[src/sv/pl0sm_pkg.sv]
`timescale 1ns / 1ps

package pl0sm_pkg;

	localparam int STACK_DEPTH_DEF = 2048;
	localparam int REG_MARGIN_DEF  = 20;
	localparam int LEVELS_DEF      = 8;
	localparam int CODE_SIZE       = 256;
	localparam int PC_W            = 8;
	localparam int WORD_W          = 32;

	localparam logic [3:0] MODE_LIT = 4'd0;
	localparam logic [3:0] MODE_OPR = 4'd1;
	localparam logic [3:0] MODE_LOD = 4'd2;
	localparam logic [3:0] MODE_STO = 4'd3;
	localparam logic [3:0] MODE_CAL = 4'd4;
	localparam logic [3:0] MODE_RET = 4'd5;
	localparam logic [3:0] MODE_ICT = 4'd6;
	localparam logic [3:0] MODE_JMP = 4'd7;
	localparam logic [3:0] MODE_JPC = 4'd8;

	localparam logic [3:0] ALU_NEG  = 4'd0;
	localparam logic [3:0] ALU_ADD  = 4'd1;
	localparam logic [3:0] ALU_SUB  = 4'd2;
	localparam logic [3:0] ALU_MUL  = 4'd3;
	localparam logic [3:0] ALU_DIV  = 4'd4;
	localparam logic [3:0] ALU_ODD  = 4'd5;
	localparam logic [3:0] ALU_EQ   = 4'd6;
	localparam logic [3:0] ALU_LS   = 4'd7;
	localparam logic [3:0] ALU_GR   = 4'd8;
	localparam logic [3:0] ALU_NEQ  = 4'd9;
	localparam logic [3:0] ALU_LSEQ = 4'd10;
	localparam logic [3:0] ALU_GREQ = 4'd11;
	localparam logic [3:0] ALU_WRT  = 4'd12;
	localparam logic [3:0] ALU_WRL  = 4'd13;

	localparam logic [2:0] FAULT_NONE  = 3'd0;
	localparam logic [2:0] FAULT_OVF   = 3'd1;
	localparam logic [2:0] FAULT_DIV0  = 3'd2;
	localparam logic [2:0] FAULT_RANGE = 3'd3;
	localparam logic [2:0] FAULT_LEVEL = 3'd4;

	localparam logic [1:0] PK_NONE = 2'd0;
	localparam logic [1:0] PK_NUM  = 2'd1;
	localparam logic [1:0] PK_NL   = 2'd2;

	typedef struct packed {
		logic [3:0]         mode;
		logic [3:0]         alu_op;
		logic [2:0]         level;
		logic signed [31:0] operand;
	} instr_t;

	typedef struct packed {
		logic [PC_W-1:0]    next_pc;
		logic               halted;
		logic [1:0]         print_kind;
		logic signed [31:0] print_value;
		logic [2:0]         fault;
	} result_t;

endpackage

[src/sv/pl0sm_div.sv]
`timescale 1ns / 1ps

module pl0sm_div (
	input  logic                          clk,
	input  logic                          arst_n,
	input  logic                          start,
	input  logic [pl0sm_pkg::WORD_W-1:0]  dividend,
	input  logic [pl0sm_pkg::WORD_W-1:0]  divisor,
	output logic                          done,
	output logic [pl0sm_pkg::WORD_W-1:0]  quotient
);

	localparam int W  = pl0sm_pkg::WORD_W;
	localparam int CW = $clog2(W);

	logic          busy_q;
	logic          done_q;
	logic [CW-1:0] cnt_q;
	logic [W-1:0]  num_q;
	logic [W-1:0]  den_q;
	logic [W-1:0]  rem_q;
	logic          neg_q;
	logic [W:0]    trial;
	logic          ge;

	assign trial    = {rem_q, num_q[W-1]} - {1'b0, den_q};
	assign ge       = !trial[W];
	assign done     = done_q;
	assign quotient = neg_q ? (W'(0) - num_q) : num_q;

	always_ff @(posedge clk or negedge arst_n) begin
		if (!arst_n) begin
			busy_q <= 1'b0;
			done_q <= 1'b0;
			cnt_q  <= '0;
		end else begin
			done_q <= 1'b0;
			if (start) begin
				busy_q <= 1'b1;
				cnt_q  <= '0;
			end else if (busy_q) begin
				cnt_q <= cnt_q + CW'(1);
				if (cnt_q == CW'(W - 1)) begin
					busy_q <= 1'b0;
					done_q <= 1'b1;
				end
			end
		end
	end

	// one quotient bit a cycle on magnitudes; sign fixed at the end
	always_ff @(posedge clk) begin
		if (start) begin
			num_q <= dividend[W-1] ? (W'(0) - dividend) : dividend;
			den_q <= divisor[W-1] ? (W'(0) - divisor) : divisor;
			rem_q <= '0;
			neg_q <= dividend[W-1] ^ divisor[W-1];
		end else if (busy_q) begin
			rem_q <= ge ? trial[W-1:0] : {rem_q[W-2:0], num_q[W-1]};
			num_q <= {num_q[W-2:0], ge};
		end
	end

endmodule

[config.mk]
export PLATFORM = sky130hd
export DESIGN_NAME = pl0sm_div
export DESIGN_NICKNAME = d
export VERILOG_FILES = /design/src/sv/pl0sm_pkg.sv /design/src/sv/pl0sm_div.sv
export SDC_FILE = /design/constraint.sdc
export NUM_CORES = 1
export LEC_CHECK = 0
export ABC_CLOCK_PERIOD_IN_PS = 3700
export BUFFER_PORTS_ARGS = -buffer_cell sky130_fd_sc_hd__buf_4
export CAP_MARGIN = 20
export CORE_AREA = 2 2 121 123
export CTS_BUF_LIST = sky130_fd_sc_hd__clkbuf_2 sky130_fd_sc_hd__clkbuf_4 sky130_fd_sc_hd__clkbuf_8
export DETAILED_ROUTE_END_ITERATION = 16
export DIE_AREA = 0 0 123 125
export PLACE_DENSITY = 0.78
export REMOVE_ABC_BUFFERS = 1
export SLEW_MARGIN = 25
export SYNTH_ARGS = -nofsm -noshare
export SYNTH_HDL_FRONTEND = slang
export SYNTH_SLANG_ARGS = --single-unit
[constraint.sdc]
create_clock -name clk -period 3.7 [get_ports clk]
set_input_delay 0.74 -clock clk [delete_from_list [all_inputs] [get_ports clk]]
set_output_delay 0.74 -clock clk [all_outputs]
set_load 0.02 [all_outputs]
* After elaboration in Yosys (flattened, before gate mapping)
Index checks and enable logic that the tools add are counted.
** Word-level totals
- Input port bits :: 67
- Output and inout port bits :: 33
- Logic and storage cells :: 31
- Flip-flop bits (word level) :: 104
** Operators by class
- Bitwise gates (word level) :: 1
- Add/subtract/negate cells :: 5
- Reduce and logical (&&, ||, !) cells :: 2
- Muxes and demuxes :: 14
- Equal/unequal tests :: 1
** Operators with widths (count)
- two-way mux 32 bit :: 5
- subtractor 1 x 32 -> 32 bit, first input constant :: 3
- subtractor 33 x 32 -> 33 bit :: 1
- two-way mux 31 bit :: 1
- two-way mux 5 bit :: 2
- two-way mux 1 bit :: 6
- adder 5 x 1 -> 5 bit, second input constant :: 1
- == test 5 bit, second input constant :: 1
- nonzero test 2 bit :: 1
- logical NOT 1 bit :: 1
- XOR 1 bit :: 1

* Logic depth before layout (Yosys ltp)
- Word-level depth :: 4
- Mapped depth :: 13
- Mapped depth without buffers :: 12

* Worst setup path before layout
No wires, ideal clock.
- Kind :: flip-flop to output port
- From :: reg num_q[9]
- To :: out quotient[29] (netlist name)
- Required time :: 2.960 ns
- Buffers on the path :: 0
- Arrival :: 2.697 ns
- Stages on the path, launching flop included :: 9
- Setup slack :: 0.263 ns
- Path through :: edfxtp_1 > or3_4 > or4_4 > or3_4 > or4_4 > nor2_2 > nand2_2 > o31ai_2 > xnor2_1
** On the way
- Longest elaborated chain between the ends :: 2
** Ends and longest elaborated chain
- start: declaration :: line pl0sm_div.sv:19 : logic [W-1:0] num_q;
- start signal: assignment :: line pl0sm_div.sv:54 : num_q <= dividend[W-1] ? (W'(0) - dividend) : dividend;
- start signal: assignment :: line pl0sm_div.sv:60 : num_q <= {num_q[W-2:0], ge};
- subtractor 1 x 32 -> 32 bit :: line pl0sm_div.sv:29 : assign quotient = neg_q ? (W'(0) - num_q) : num_q;
- two-way mux 32 bit :: line pl0sm_div.sv:29
- end: declaration :: line pl0sm_div.sv:10 : output logic [pl0sm_pkg::WORD_W-1:0] quotient
Every way passes these cells.

* Worst setup path in the final report
- From :: reg num_q[9]
- To :: out quotient[31] (netlist name)
Same word-level chain as after synthesis.

==> out/results.txt <==
Yosys top cell by area: edfxtp_1
R2R Setup Slk: 0.27 ns
share of layout cells above drive strength 1: 0.162
width of the die: 123 µm
Top FF cell, synth: edfxtp_1
fin crit share: 1.08
HPWL Detailed: 13000 µm
chain of cells forming the critical path: or3_4, or4_4, or3_4, or4_4, nor2_4, nand2_2, o31ai_4, xnor2_1, buf_4
Area contributors post-synth: edfxtp_1 (26%), xnor2_1 (9.3%), dfxtp_1 (8.4%)
first-pass GRT wire length: 28700 µm
clock buffer depth: 2
DP Area: 8560 µm²
RSZ-0062 raised after global routing: yes
vias in the first global route: 6134
failing checks: setup timing
row count: 44
worst slew pin tran: 0.707 ns
Final WS setup: -0.300 ns
CTS tree: done
met2 usage: 0.403
TritonCTS buffer count: 9
CTS root buf: clkbuf_8
endpoints failing hold: 0
Worst Skew: 0.0162 ns
Multi-input gate area: 4590 µm²
cell family with most CP delay: simple AND/OR/NAND/NOR gates
clock latency on the worst-skew pair: 0.40 ns
hold buffers post-CTS: 0
cells on worst reg2reg path: 14
drc violations: 0
ys async rst share: 0.0673
placed cell count: 1109
Final ANT Viol Nets: 0
DIE HEIGHT: 125 µm
worst r2r src: num_q[31]$_DFFE_PP_
Critical Path End Type: primary output
Critical Path RT: 2.96 ns
number of synthesized flops with an enable pin: 65
# fillers: 1236
r2r endpoint: rem_q[15]$_SDFFE_PP0P_
crit path max fanout: 4
Reg area: 2770 µm²
GR Overflow Total: 0
post-synth top area share: 0.255
Slew headroom: 0.517
die footprint: 15400 µm²
Leak: 0.00354 µW
DR pass1 iterations: 4
Power Density: 336 nW/µm²
min-delay worst type: in2async
Num Clock Sinks: 104
pre-CTS WS: 0.0904 ns
ant diodes: 0
final slew viol count: 0
design area: 8870 µm²
All-Layer GR Usage: 0.233
peak supply drop: 0.000207 V
initial antenna violation count: 0
Yosys warnings: 0
kind of critical path: reg2out
max_cap viols: 0
core area: 14200 µm²
GRT met1 Usage: 0.298
Netlist Area Pre-Place: 7640 µm²
CP Buf/Inv Count: 1
number of port buffers: 99
slowest cell on the critical path: or4_4
pin count of the biggest net entering global routing: 54
WHS: 0.139 ns
Wirelength per Cell: 15.4 µm
DR vias: 6361
type of origin of the critical path: flop
outcome: finished, violations left
Mapped Cells: 848
Tmin final: 4.00 ns
Initial Util: 0.538
synthesis-to-finish area growth: 16.1%
I/O pin count: 100
synthesized area per cell: 9.01 µm²
register area share after synthesis: 0.362
Peak Freq: 250 MHz
final WL: 17400 µm
Via density: 5.62
nets: 1048
drt initial violations: 332
GP Congestion: 0.831
crit-path max cell delay: 0.48 ns
register bit total from synthesis: 104
htree depth: 3
met3 Use GR: 0.0292
Cell variety after synth: 60
Most Crowded Layer GR: met2
CP Data Arrival Time: 3.26 ns
Finish-stage setup viols: 11
Layout Cells excl Fill: 1132
clk slew on worst S/H paths: 0.10 ns
[power by group]
| part | leakage [µW] | total, µW | switching [µW] | internal (µW) |
|---|---|---|---|---|
| sequential | 0.000999 | 1410 | 75.0 | 1340 |
| combinational | 0.00245 | 821 | 451 | 370 |
| clock | 0.0000955 | 752 | 428 | 324 |
[cell families after synthesis]
kind of cell             Yosys count  synth area share
flip-flops                       104             0.362
multiplexers                      35            0.0463
buffers and inverters             83            0.0427
AO/OA/AOI/OAI                    221             0.189
adder cells (fa/ha/maj)           38            0.0632
XOR/XNOR                         120             0.138
AND/OR/NAND/NOR                  247             0.159
[worst max-delay path by stage]
| stage | to | cells after the start | start |
|---|---|---|---|
| after floorplan | rem_q[0]$_SDFFE_PP0P_ | 12 | num_q[31]$_DFFE_PP_ |
| after global placement | quotient[31] | 9 | num_q[9]$_DFFE_PP_ |
| after detailed placement | quotient[31] | 9 | num_q[9]$_DFFE_PP_ |
| after CTS | quotient[29] | 9 | num_q[9]$_DFFE_PP_ |
| after global routing | quotient[30] | 9 | num_q[9]$_DFFE_PP_ |
| final | quotient[31] | 9 | num_q[9]$_DFFE_PP_ |
[registers in the layout (all words and copies together), names as in the netlist]
signal,flops
done,1
neg_q,1
num_q,32
busy_q,1
rem_q,32
den_q,32
cnt_q,5
[layout by cell type (no fill, tap or decap), types with 6 or more instances in the layout]
cell type,count
o211ai_1,6
or4_1,10
nor2_1,91
o41ai_1,13
edfxtp_1,65
xnor2_1,81
xor2_1,39
clkbuf_8,9
inv_1,49
dfrtp_1,6
nand2_1,59
or3_1,19
o21ai_0,47
ha_1,37
dfxtp_1,32
nand2b_1,10
nor3_1,11
a21o_1,11
a211oi_1,28
nand3_1,13
a21oi_1,59
buf_4,116
o31ai_1,21
mux2i_1,32
[cell type report]
class                      count  share of cell area
clock inverter                 6             0.00776
tap                          184              0.0260
clock buffer                  10              0.0148
multi-input combinational    661               0.517
sequential                   104               0.312
timing repair buffer         118               0.101
inverter                      49              0.0207
[synthesized netlist by cell type, types with 2 or more instances]
cell and count:
a211oi_1 28, a21o_1 11, a21oi_1 59, a221oi_1 2, a31oi_1 5, a41o_1 2
and2_1 3, and3_1 3, and4_1 2, buf_1 4, buf_4 4, clkbuf_1 26
dfrtp_1 7, dfxtp_1 32, edfxtp_1 65, ha_1 37, inv_1 49, mux2_2 3
mux2i_1 32, nand2_1 59, nand2b_1 10, nand3_1 13, nand3b_1 2, nand4_1 4
nor2_1 91, nor2b_1 4, nor3_1 11, nor4_1 5, o211ai_1 6, o21a_1 5
o21ai_0 48, o21ai_1 2, o21bai_1 4, o31ai_1 22, o31ai_2 2, o41ai_1 14
or3_1 19, or3_4 2, or4_1 10, or4_4 3, xnor2_1 81, xor2_1 39
[layer usage]
layer / up-vias / wire length (µm)
met4: 0 / 302
met2: 130 / 8790
met5: - / 0
li1: 3272 / -
met3: 21 / 763
met1: 2938 / 7580
[timing repair]
item | 4_1_cts | 5_1_grt
setup endpoints to repair | 12 | 15
resized for setup | 2 | 6
pin swaps | 4 | 0
setup buffers | 5 | 1
[through the flow]
step | total power [µW] | utilization | setup TNS (ns)
final | 2980 | 0.624 | -2.25
after global routing | 3130 | 0.624 | -3.54
after global placement | 2220 | 0.603 | 0
after detailed placement | 2240 | 0.603 | 0
after floorplan | 1900 | - | -0.110
after CTS | 2980 | 0.621 | -2.38
Power figures use the tool's default switching activity.
